--- src/rtl/core/cdsp_pkg.sv ---
// Shared constants, types and helpers for the point cloud depth splat block.
// No dependencies; every other file in rtl/core except cdsp_if imports this package.
package cdsp_pkg;

	localparam int ImgW    = 640;
	localparam int ImgH    = 480;
	localparam int Pixels  = ImgW * ImgH;
	localparam int IdxW    = $clog2(Pixels);
	localparam int ColW    = 10;
	localparam int RowW    = 9;
	localparam int HW      = 50;
	localparam int MagW    = HW - 1;
	localparam int CfgIdxW = 3;

	typedef enum logic [CfgIdxW-1:0] {
		REG_MAT_X_LO,
		REG_MAT_X_HI,
		REG_MAT_Y_LO,
		REG_MAT_Y_HI,
		REG_MAT_Z_LO,
		REG_MAT_Z_HI,
		REG_CENTER_XY,
		REG_CENTER_Z
	} cfg_reg_t;

	typedef enum logic {
		REQ_SPLAT = 1'b0,
		REQ_READ  = 1'b1
	} req_t;

	typedef enum logic [2:0] {
		F_IDLE,
		F_MUL,
		F_ACC,
		F_START,
		F_WAIT,
		F_PUSH
	} front_state_t;

	typedef enum logic [1:0] {
		B_CLEAR,
		B_IDLE,
		B_UPDATE
	} back_state_t;

	// classified request handed from front to back
	typedef struct packed {
		logic            is_read;
		logic            hit;
		logic [IdxW-1:0] idx;
		logic [ColW-1:0] col;
		logic [RowW-1:0] row;
		logic [31:0]     distance;
	} cmd_t;

	typedef struct packed {
		logic            written;
		logic [ColW-1:0] col;
		logic [RowW-1:0] row;
		logic [31:0]     value;
		logic            valid;
	} res_t;

	function automatic logic signed [32:0] sx33(input logic [31:0] w);
		sx33 = {w[31], w};
	endfunction

	function automatic logic signed [HW-1:0] sx_hw(input logic [31:0] w);
		sx_hw = {{(HW-32){w[31]}}, w};
	endfunction

endpackage

--- src/rtl/core/cdsp_fifo.sv ---
// Two-entry command queue between front end and depth store.
// Depends on cdsp_pkg.
module cdsp_fifo (
	input  logic           clk,
	input  logic           arst_n,
	input  logic           push,
	input  cdsp_pkg::cmd_t din,
	output logic           full,
	input  logic           pop,
	output cdsp_pkg::cmd_t dout,
	output logic           empty
);
	import cdsp_pkg::*;

	cmd_t       ent_q [2];
	logic       wp_q, rp_q;
	logic [1:0] cnt_q;

	assign full  = (cnt_q == 2'd2);
	assign empty = (cnt_q == 2'd0);
	assign dout  = ent_q[rp_q];

	always_ff @(posedge clk or negedge arst_n) begin
		if (!arst_n) begin
			wp_q  <= 1'b0;
			rp_q  <= 1'b0;
			cnt_q <= '0;
		end else begin
			if (push)
				wp_q <= ~wp_q;
			if (pop)
				rp_q <= ~rp_q;
			cnt_q <= cnt_q + 2'(push) - 2'(pop);
		end
	end

	always_ff @(posedge clk) begin
		if (push)
			ent_q[wp_q] <= din;
	end
endmodule

--- config.mk ---
export PLATFORM = sky130hd
export DESIGN_NAME = cdsp_fifo
export DESIGN_NICKNAME = d
export VERILOG_FILES = /design/src/rtl/core/cdsp_pkg.sv /design/src/rtl/core/cdsp_fifo.sv
export SDC_FILE = /design/constraint.sdc
export NUM_CORES = 1
export LEC_CHECK = 0
export ABC_AREA = 1
export ABC_CLOCK_PERIOD_IN_PS = 7200
export BUFFER_PORTS_ARGS = -buffer_cell sky130_fd_sc_hd__clkbuf_2
export CAP_MARGIN = 20
export CELL_PAD_IN_SITES_DETAIL_PLACEMENT = 1
export CELL_PAD_IN_SITES_GLOBAL_PLACEMENT = 2
export CORE_MARGIN = 5
export CORE_UTILIZATION = 37
export DETAILED_ROUTE_END_ITERATION = 8
export HOLD_SLACK_MARGIN = 0.15
export PLACE_DENSITY_LB_ADDON = 0.1
export REMOVE_ABC_BUFFERS = 1
export SLEW_MARGIN = 20
export SYNTH_ARGS = -nofsm -noshare
export SYNTH_HDL_FRONTEND = slang
export SYNTH_SLANG_ARGS = --single-unit
--- constraint.sdc ---
create_clock -name clk -period 7.2 [get_ports clk]
set_clock_uncertainty 0.05 [all_clocks]
set_input_delay 1.08 -clock clk [delete_from_list [all_inputs] [get_ports clk]]
set_output_delay 1.08 -clock clk [all_outputs]
set_load 0.02 [all_outputs]
; Yosys cells after proc, flatten, opt, wreduce, memory -nomap -nowiden
; Memories as Yosys holds them, arrays and structs flattened.
; Index checks and enable logic that the tools add are counted.
[word_totals]
ff_bits = 4
latch_bits = 0
ramBits = 144
mem_bits_ro = 0
in_bits = 76
out_inout_bits = 74
word_cells = 12
n_memories = 1
[memory_table]
columns = name, words, word_bits, rd, rd_ports_with_merged_regs, wr, line
row1 = ent_q, 2, 72, 1, 0, 1, cdsp_fifo.sv:15  ; cmd_t ent_q [2];
[op_classes]
n_addsub = 2
multipliers = 0
div_mod_pow = 0
magnitude_cmp = 0
eq_ne = 1
n_shift = 0
mux = 2
bitwise_logic = 2
n_reduce_logical = 1
[op_table]
columns = op, n
row1 = adder 2 x 1 -> 2 bit, 1
row2 = "== test 2 bit, second input constant", 1
row3 = zero test 2 bit, 1
row4 = 2-to-1 mux 1 bit, 2
row5 = NOT 1 bit, 2
row6 = subtractor 2 x 1 -> 2 bit, 1

; Longest topological paths before layout
; Gate-level depths: netlist of run 1.
[depth]
word_depth = 2
mapped_depth = 7

; Least setup slack after synthesis of run 1
; No wires, ideal clock.
[synth_timing]
kind = input to register
startpoint = input port push
endpoint = memory ent_q[0][0] (netlist name) (enable)
setup_time_ps = 504
t_arrival_ps = 4138
required_ps = 6646
path_slack_ps = 2508
stages = 2
path_buffers = 0
cell_sequence = inv_1 > nor2_1
[synth_via]
elab_chain_len = 2
[synth_rtl]
columns = item, line
row1 = "start, declared", cdsp_fifo.sv:6  ; input logic push,
row2 = 2-to-1 mux 1 bit, cdsp_fifo.sv:38  ; if (push)
row3 = 2-to-1 mux 1 bit (implied by the code), cdsp_fifo.sv:39  ; ent_q[wp_q] <= din;
row4 = "end, declared", cdsp_fifo.sv:15
; No other way between the ends.

==> results of run 1 <==
routing by layer:
metal  vias to the layer above  global-route usage (%)  share of wire (%)
met5                         -                       0                  0
met4                         0                   5.889                1.4
met3                        11                   4.632                5.6
met2                        95                   23.71                 51
met1                      1592                   16.02                 42
li1                       1660                       -                  -
through the flow:
stage / hold WS [ps] / util (%) / worst slack [ps]
final: 416.2 / 48.50 / 3859
after CTS: 393.9 / 48.48 / 3515
after detailed placement: 501.4 / 44.08 / 3962
after global placement: 483.1 / 44.08 / 3988
after floorplan: 413.4 / - / 2508
after global routing: 398.3 / 48.50 / 3641
power groups by stage:
stage | combinational (uW) | sequential (uW) | clock, uW
after floorplan | 542 | 1280 | 0
after global placement | 947 | 1220 | 0
after detailed placement | 961 | 1230 | 0
after CTS | 963 | 1210 | 987
after global routing | 1030 | 1230 | 1030
final | 931 | 1210 | 966
cell usage after synthesis (all sizes together):
cell,count
ha,2
inv,79
o21ai,72
buf,12
nand2,78
nor2,3
nand3,1
xor2,2
edfxtp,144
dfrtp,4
clkbuf,4
worst min path at each step:
stage                 from        to  slack, ps
floorplan             wp_q      wp_q        410
global placement      wp_q      wp_q        480
detailed placement    wp_q      wp_q        500
CTS                 arst_n  cnt_q[0]        390
global route        arst_n      wp_q        400
finish              arst_n  cnt_q[0]        420
area by class of cell:
class,instances,share of cell area [%]
Clock buffer,19,6.095
Clock inverter,13,2.977
Inverter,79,4.192
Multi-Input combinational cell,158,10.29
Sequential cell,148,62.34
Tap cell,184,3.241
Timing Repair Buffer,152,10.87
worst max-delay path, cell delays in order, from the launching register on:
cell and delay, ps:
dfrtp_4 580, buf_6 620, o21ai_0 290, clkbuf_2 220
state kept, by name, summed over array words and instances (netlist names):
register / flops
cnt_q: 2
ent_q: 144
rp_q: 1
wp_q: 1
logic make-up (layout without fill, tap and decap cells):
| logic type | count (synthesis) | after routing | share of synthesized area [%] |
|---|---|---|---|
| flops | 148 | 148 | 79.44 |
| xor+xnor | 2 | 2 | 0.3146 |
| buf+inv | 95 | 263 | 7.571 |
| fa+ha+maj | 2 | 2 | 0.4493 |
| compound gates | 72 | 72 | 6.673 |
| simple gates | 82 | 82 | 5.549 |
==> results.txt, run 1 <==
status: finished clean
buffer levels on the longest clock path: 2
CTS tree: built
Resized Gates After CTS: 0
non-filler instance count after layout: 753
DRC viols: 0
Worst-path clk slew: 60 ps
CP Max Fanout: 120
mapped cell area: 5569 sq um
Setup crit start: rp_q
crit path capture: dout[2]
total gr overflow: 0
die width: 132.7 um
largest net degree at the start of global routing: 121
total wire length: 11550 um
Pleak: 0.003079 uW
Post-Route Setup TNS: 0 ps
Starting Density: 38.03%
Pre-Repair DR Iteration Count: 4
Seq/Total Area, Yosys: 79.44%
Hold/Removal Path Class: input port to async pin
post-CTS setup buffers: 0
relative slew slack: 33.43%
worst r2r path cells: 2
initial detailed-routing violation count: 209
first-pass GRT wire length: 18620 um
Max-Cap Viols: 0
Die Y: 132.7 um
Synth top area share: 77.65%
antenna violations before repair: 0
Syn Area/Cell: 13.89 sq um
worst skew pair latency: 410 ps
Final setup viols: 0
synthesized instance count: 401
Boundary Pins: 150
FF-to-FF Start: wp_q
Synth area leaders: edfxtp_1 78%, inv_1 5.3%, nand2_1 5.3%
Final min period: 3341 ps
Final Wtd Congestion: 0.6701
CP Data Arrival Time: 2210 ps
Switching Power: 1062 uW
H-Tree Depth: 4
post-route ant nets: 0
most common cell after layout, fill and taps aside: clkbuf_2
endpoint class of the critical path: output pin
Antenna Cells: 0
PD cells: 437.3 nW/um^2
# nets final: 634
WL per Instance: 15.34 um
Synth warnings: 0
hold_buf cts: 0
Reg power frac: 38.9%
most frequent cells in the layout: 149 x clkbuf_2, 144 x edfxtp_1, 78 x inv_1, 78 x nand2_1, 52 x o21ai_0
I/O Buffers: 149
vias post-DR: 3358
Yosys cell types: 16
Detail Placement HPWL: 7773 um
Power Total: 3106 uW
Inserted Clock Buffers: 17
Peak VDD IR: 0.0002541 V
Slew Viols, Final: 0
layout cells sized above 1: 32.51%
Worst R2R End: ent_q[0][57]
FF+latch area: 4428 sq um
Placeable Area: 14640 sq um
Final Instance Area: 7103 sq um
Multi-input gate area: 730.7 sq um
register-to-register setup slack: 4920 ps
combinational share of power: 30.0%
GR Util All Layers: 13.88%
die area: 17610 sq um
Num Clock Sinks: 148
Post-Place Cell Area: 6455 sq um
CP required: 6070 ps
maximum clock frequency: 299.3 MHz
clock tree root buffer cell: clkbuf_16
drt via density: 4.459
final hold vios: 0
Clock power frac: 31.1%
number of cell rows: 44
Placed Instances: 721
number of global-route vias before repair: 3683
Pint: 2044 uW
fillers: 1563
Area growth, synth to finish: 27.54%
number of synthesized register bits: 148
kind of critical path: register to output pin
final worst-path cycle share: 46.40%
CP startpoint kind: register
RSZ-0062 raised after global routing: false
Net Sw Frac: 34.20%
Yosys top cell by area: edfxtp_1
pin slew with the least headroom to its limit: 996.2 ps
No activity file was read; power rests on OpenSTA's default activity.
==> run 2: changes to the inputs <==
Settings changed: ABC_AREA 1 to 0, ABC_CLOCK_PERIOD_IN_PS 7200 to 2990, CORE_UTILIZATION 37 to 35.
Clock period 7.2 ns to 2.99 ns, I/O delays scaled along.
==> run 2 against run 1 <==
Effect of this change: first-iteration DRC count is 52% lower; area after synthesis grew 3.1%; synthesized cell count fell by 40%; non-clock buffer count grew 36; global-route usage fell by 1.7 points; total power up 140%; sequential share of layout area fell by 4.1 points; critical path depth unchanged; hold slack got worse by 240 ps; wire length down 3.5%; setup slack worse by 3300 ps; sequential power increased by 140%; critical endpoint is now dout[0]; largest power group unchanged.
==> results.txt, run 2 <==
status: finished clean
layout cells sized above 1: 56.54% (+24 points)
hold_buf cts: 33 (+33)
largest delay contributor family on the critical path: flip-flops
mapped cell area: 5742 sq um (+3.1%)
number of synthesized register bits: 148 (unchanged)
Synth area leaders: edfxtp_1 75%, mux2_4 18%, buf_12 2.4%
GR Util All Layers: 12.15% (-1.7 points)
WL per Instance: 16.72 um (+9.0%)
Synth warnings: 0 (unchanged)
clock tree root buffer cell: clkbuf_16
FF+latch area: 4428 sq um (unchanged)
Synth Area in Adders: 0.4358% (-0.014 points)
Die Y: 138.1 um (+4.1%)
CP startpoint kind: register
worst skew pair latency: 410 ps (about the same)
Area growth, synth to finish: 32.32%
Hold/Removal Path Class: input port to register
antenna violations before repair: 0 (unchanged)
CP Data Arrival Time: 1930 ps (-280 ps)
Detail Placement HPWL: 7470 um (-3.9%)
Synth top cells by count: 144 x edfxtp_1, 69 x mux2_4, 7 x buf_12, 4 x dfrtp_1, 3 x mux2_2
Synth Area in Simple Gates: 0.3922% (-5.2 points)
share of synthesized registers carrying an async set or reset: 2.703% (unchanged)
mux cell area share after synthesis: 18.63% (+19 points)
Seq/Total Area, Yosys: 77.05% (-2.4 points)
Final min period: 2431 ps
Worst R2R End: ent_q[1][45]
largest family of logic cells by synthesized area: multiplexers
WP buf/inv: 2 (unchanged)
Pleak: 0.003116 uW (+1.2%)
DRC viols: 0 (unchanged)
biggest regs: ent_q x144, cnt_q x2
Synth top area share: 75.31% (-2.3 points)
H-Tree Depth: 4 (unchanged)
FF-to-FF Start: wp_q
most frequent cells in the layout: 149 x clkbuf_2, 144 x edfxtp_1, 69 x mux2_4, 34 x dlygate4sd3_1, 17 x clkbuf_16
CP Max Fanout: 41 (-66%)
maximum clock frequency: 411.4 MHz
kind of critical path: register to output pin
Slew Viols, Final: 0 (unchanged)
Post-Synth XOR/XNOR Area: 0.7191% (+0.40 points)
RSZ-0062 raised after global routing: false
Inserted Clock Buffers: 17 (unchanged)
Syn Area/Cell: 24.02 sq um (+73%)
initial detailed-routing violation count: 101 (-52%)
Pre-Repair DR Iteration Count: 4 (unchanged)
worst r2r path cells: 2 (unchanged)
total gr overflow: 0 (unchanged)
EDFF count, synth: 144 (unchanged)
final worst-path cycle share: 81.29%
CTS tree: built
Final Wtd Congestion: 0.7018 (+4.7%)
Power Total: 7455 uW (+140%)
Boundary Pins: 150 (unchanged)
post-route ant nets: 0 (unchanged)
hold depth: 1
Largest Register: ent_q
count leader, synth: edfxtp_1
drt via density: 4.306 (-3.4%)
Worst-path clk slew: 50 ps (about the same)
Placeable Area: 16000 sq um (+9.3%)
max FFs per register: 144 (unchanged)
Synth Area in Compound Gates: 0% (-6.7 points)
number of global-route vias before repair: 3393 (-7.9%)
Antenna Cells: 0 (unchanged)
Hold Crit Endpoint: ent_q[0][19]
most common cell after layout, fill and taps aside: clkbuf_2
CP max stage cell: dfrtp_4
Crit path largest cell delay: 590 ps (-30 ps)
relative slew slack: 55.21% (+22 points)
worst hold path startpoint: din[19]
Post-Route Setup TNS: 0 ps (unchanged)
CP required: 2490 ps (-3580 ps)
Yosys cell types: 13 (-3)
buffer levels on the longest clock path: 2 (unchanged)
die area: 19070 sq um (+8.3%)
endpoint class of the critical path: output pin
Starting Density: 35.89% (-2.1 points)
PD cells: 981.2 nW/um^2 (+120%)
Max-Cap Viols: 0 (unchanged)
Resized Gates After CTS: 0 (unchanged)
register-to-register setup slack: 1410 ps (-3510 ps)
first-pass GRT wire length: 17720 um (-4.8%)
die width: 138.1 um (+4.1%)
Peak VDD IR: 0.0004771 V (+88%)
total wire length: 11150 um (-3.5%)
Main synth FF type: edfxtp_1
number of cell rows: 46 (+4.5%)
Final setup viols: 0 (unchanged)
I/O Buffers: 149 (unchanged)
utilization after layout: 47.48% (-1.0 points)
critical-path cell list: buf_12 > mux2_2 > clkbuf_2
pin slew with the least headroom to its limit: 671.8 ps (-324.4 ps)
Multi-input gate area: 1169 sq um (+60%)
post-CTS setup buffers: 0 (unchanged)
synthesized instance count: 239 (-40%)
largest net degree at the start of global routing: 49 (-60%)
Num Clock Sinks: 148 (unchanged)
final hold vios: 0 (unchanged)
vias post-DR: 2872 (-14%)
fillers: 1564 (+0.064%)
Yosys top cell by area: edfxtp_1
# nets final: 516 (-19%)
==> run 2: changes by cell type after synthesis, moves of 3 or more <==
cell and change:
buf_2 -4, inv_1 -77, o21ai_1 -17, mux2_4 +69, buf_12 +7, o21ai_2 -3, buf_6 -5, o21ai_0 -52
nand2_1 -78, clkbuf_1 -4, mux2_2 +3
==> run 2: where the power goes <==
part | switching (uW) | leakage [uW] | internal [uW] | total, uW
sequential | 163 | 0.00140 | 2760 | 2920
combinational | 1350 | 0.00144 | 1120 | 2470
clock | 761 | 0.000280 | 1300 | 2060
total | 2270 | 0.00312 | 5180 | 7450
==> run 2: per-layer routing <==
layer | global-route usage (%) | wire length, um
met5 | 0 | 0
met4 | 5.148 | 170
met3 | 4.966 | 732
met2 | 20.09 | 5652
met1 | 14.00 | 4595
==> run 2: area by class of cell <==
type | count | share of cell area, %
Multi-Input combinational cell | 81 | 15.38
Clock buffer | 20 | 5.748
Sequential cell | 148 | 58.28
Tap cell | 216 | 3.557
Inverter | 2 | 0.09881
Timing Repair Buffer | 188 | 15.12
Clock inverter | 12 | 1.812
==> run 2: per-stage QoR <==
stage / cells / setup slack (ps) / hold slack [ps] / area (sq um)
6_report: 667 / 559.3 / 180.6 / 7597
5_1_grt: 667 / 456.3 / 158.5 / 7597
4_1_cts: 666 / 495.3 / 150.0 / 7587
3_5_place_dp: 601 / 958.2 / 217.1 / 6683
3_3_place_gp: 601 / 954.8 / 215.0 / 6683
2_1_floorplan: 231 / -1176 / 102.9 / 5590
==> run 2: worst reg2reg max path: cells and delay by family (launching register included) <==
family                 cells  cell delay [ps]
DFF                        1              420
and+or+nand+nor            1              410
buffers and inverters      1              340
==> run 2: logic make-up (layout without fill, tap and decap cells) <==
logic type               after synthesis  in the layout
adder cells (fa/ha/maj)                2              2
flip-flops                           148            148
buffers and inverters                 10            222
multiplexers                          72             72
AND/OR/NAND/NOR                        4              4
XOR/XNOR                               3              3
==> run 2: worst max path at each step <==
stage / from / end / depth (start not counted)
2_1_floorplan: push / ent_q[0][0] / 1
3_3_place_gp: rp_q / dout[0] / 3
3_5_place_dp: rp_q / dout[0] / 3
4_1_cts: rp_q / dout[0] / 3
5_1_grt: rp_q / dout[0] / 3
6_report: rp_q / dout[0] / 3
==> run 3: changes to the inputs <==
Settings changed: ABC_CLOCK_PERIOD_IN_PS 2990 to 2300, CORE_UTILIZATION 35 to 39.
Clock period 2.99 ns to 2.3 ns, I/O delays scaled along.
==> run 3 against run 2 <==
Effect of this change: largest cell class unchanged; largest power group unchanged; sequential power up 29%; final cell count grew 2.1%; sequential share of layout area shrank 3.3 points; critical endpoint is now dout[1].
==> results.txt, run 3 (same netlist as run 2, synthesis figures left out) <==
status: finished clean
final worst-path cycle share: 90.46%
Starting Density: 39.66% (+3.8 points)
Pre-Repair DR Iteration Count: 4 (unchanged)
Final Wtd Congestion: 0.6529 (-7.0%)
number of cell rows: 44 (-4.3%)
H-Tree Depth: 4 (unchanged)
largest net degree at the start of global routing: 42 (-14%)
GR Util All Layers: 13.73% (+1.6 points)
Slew Viols, Final: 0 (unchanged)
Inserted Clock Buffers: 17 (unchanged)
FF-to-FF Start: wp_q
post-route ant nets: 0 (unchanged)
worst skew pair latency: 410 ps (about the same)
buffer levels on the longest clock path: 2 (unchanged)
total gr overflow: 0 (unchanged)
Area growth, synth to finish: 40.16%
kind of critical path: register to output pin
number of global-route vias before repair: 3515 (+3.6%)
antenna violations before repair: 0 (unchanged)
biggest regs: ent_q x144, cnt_q x2
utilization after layout: 55.58% (+8.1 points)
PD cells: 1232 nW/um^2 (+26%)
Max-Cap Viols: 0 (unchanged)
Resized Gates After CTS: 0 (unchanged)
Antenna Cells: 0 (unchanged)
Peak VDD IR: 0.0005661 V (+19%)
Worst R2R End: ent_q[0][52]
Placeable Area: 14480 sq um (-9.5%)
die area: 17250 sq um (-9.5%)
Detail Placement HPWL: 7546 um (+1.0%)
largest delay contributor family on the critical path: flip-flops
initial detailed-routing violation count: 124 (+23%)
register-to-register setup slack: 840 ps (-570 ps)
relative slew slack: 62.61% (+7.4 points)
# nets final: 563 (+9.1%)
WL per Instance: 16.87 um (+0.94%)
first-pass GRT wire length: 18300 um (+3.3%)
WP buf/inv: 2 (unchanged)
Power Total: 9916 uW (+33%)
total wire length: 11490 um (+3.1%)
max FFs per register: 144 (unchanged)
most frequent cells in the layout: 149 x clkbuf_2, 144 x edfxtp_1, 75 x dlygate4sd3_1, 69 x mux2_4, 17 x clkbuf_16
Largest Register: ent_q
CP max stage cell: dfrtp_4
I/O Buffers: 149 (unchanged)
DRC viols: 0 (unchanged)
Post-Route Setup TNS: 0 ps (unchanged)
Die Y: 131.3 um (-4.9%)
final hold vios: 0 (unchanged)
Hold/Removal Path Class: input port to async pin
die width: 131.3 um (-4.9%)
Num Clock Sinks: 148 (unchanged)
drt via density: 4.460 (+3.6%)
pin slew with the least headroom to its limit: 560.9 ps (-110.9 ps)
worst hold slack: 229.1 ps (+48.53 ps)
Worst-path clk slew: 60 ps (about the same)
Crit path largest cell delay: 530 ps (-60 ps)
CTS tree: built
most common cell after layout, fill and taps aside: clkbuf_2
Final min period: 2081 ps
worst r2r path cells: 2 (unchanged)
RSZ-0062 raised after global routing: false
layout cells sized above 1: 52.52% (-4.0 points)
maximum clock frequency: 480.6 MHz
CP required: 1900 ps (-590 ps)
clock tree root buffer cell: clkbuf_16
Boundary Pins: 150 (unchanged)
critical-path cell list: buf_12 > mux2_2 > clkbuf_2
vias post-DR: 3037 (+5.7%)
Final setup viols: 0 (unchanged)
endpoint class of the critical path: output pin
Pleak: 0.003322 uW (+6.6%)
CP startpoint kind: register
CP Max Fanout: 17 (-59%)
CP Data Arrival Time: 1690 ps (-240 ps)
[run 3: worst max path at each step]
stage	from	cells past startpoint	to
final	rp_q	3	dout[1]
after CTS	rp_q	3	dout[1]
after global routing	rp_q	3	dout[1]
after floorplan	wp_q	1	ent_q[0][0]
after detailed placement	rp_q	3	dout[1]
after global placement	rp_q	3	dout[1]
[run 3: report_power, final]
part,internal (uW),switching [uW]
clock network,1680,998
registers,3590,182
logic,1620,1850
[run 3: area by class of cell]
cell class | count | area [sq um]
Clock inverter | 12 | 138.9
Multi-Input combinational cell | 81 | 1169
Inverter | 2 | 7.507
Clock buffer | 19 | 432.9
Timing Repair Buffer | 235 | 1642
Fill cell | 1358 | 6431
Tap cell | 184 | 230.2
Sequential cell | 148 | 4428
[run 3: per-stage QoR]
| step | instance area (sq um) | worst slack [ps] | instances |
|---|---|---|---|
| 2_1_floorplan | 5590 | -1860 | 231 |
| 3_3_place_gp | 6710 | 516.5 | 573 |
| 3_5_place_dp | 6710 | 496.2 | 573 |
| 4_1_cts | 8033 | 30.15 | 679 |
| 5_1_grt | 8048 | 159.4 | 681 |
| 6_report | 8048 | 219.4 | 681 |
[run 3: worst reg2reg max path: cells and delay by family (launching register included)]
| family | cells | cell delay (ps) |
|---|---|---|
| buffers and inverters | 1 | 470 |
| DFF | 1 | 430 |
| and+or+nand+nor | 1 | 130 |
[run 3: timing repair]
action                                  4_1_cts  5_1_grt
endpoints found under the hold margin       150        0
hold buffers                                 75        0
buffers inserted                              0        2
endpoints found under the setup margin        0        1
[run 3: metal layers]
layer | track usage, % | routed length [um] | vias to the layer above
met5 | 0 | 0 | -
met4 | 5.657 | 185 | 0
met3 | 4.702 | 635 | 14
met2 | 24.29 | 6069 | 99
met1 | 15.06 | 4601 | 1486
li1 | - | - | 1438
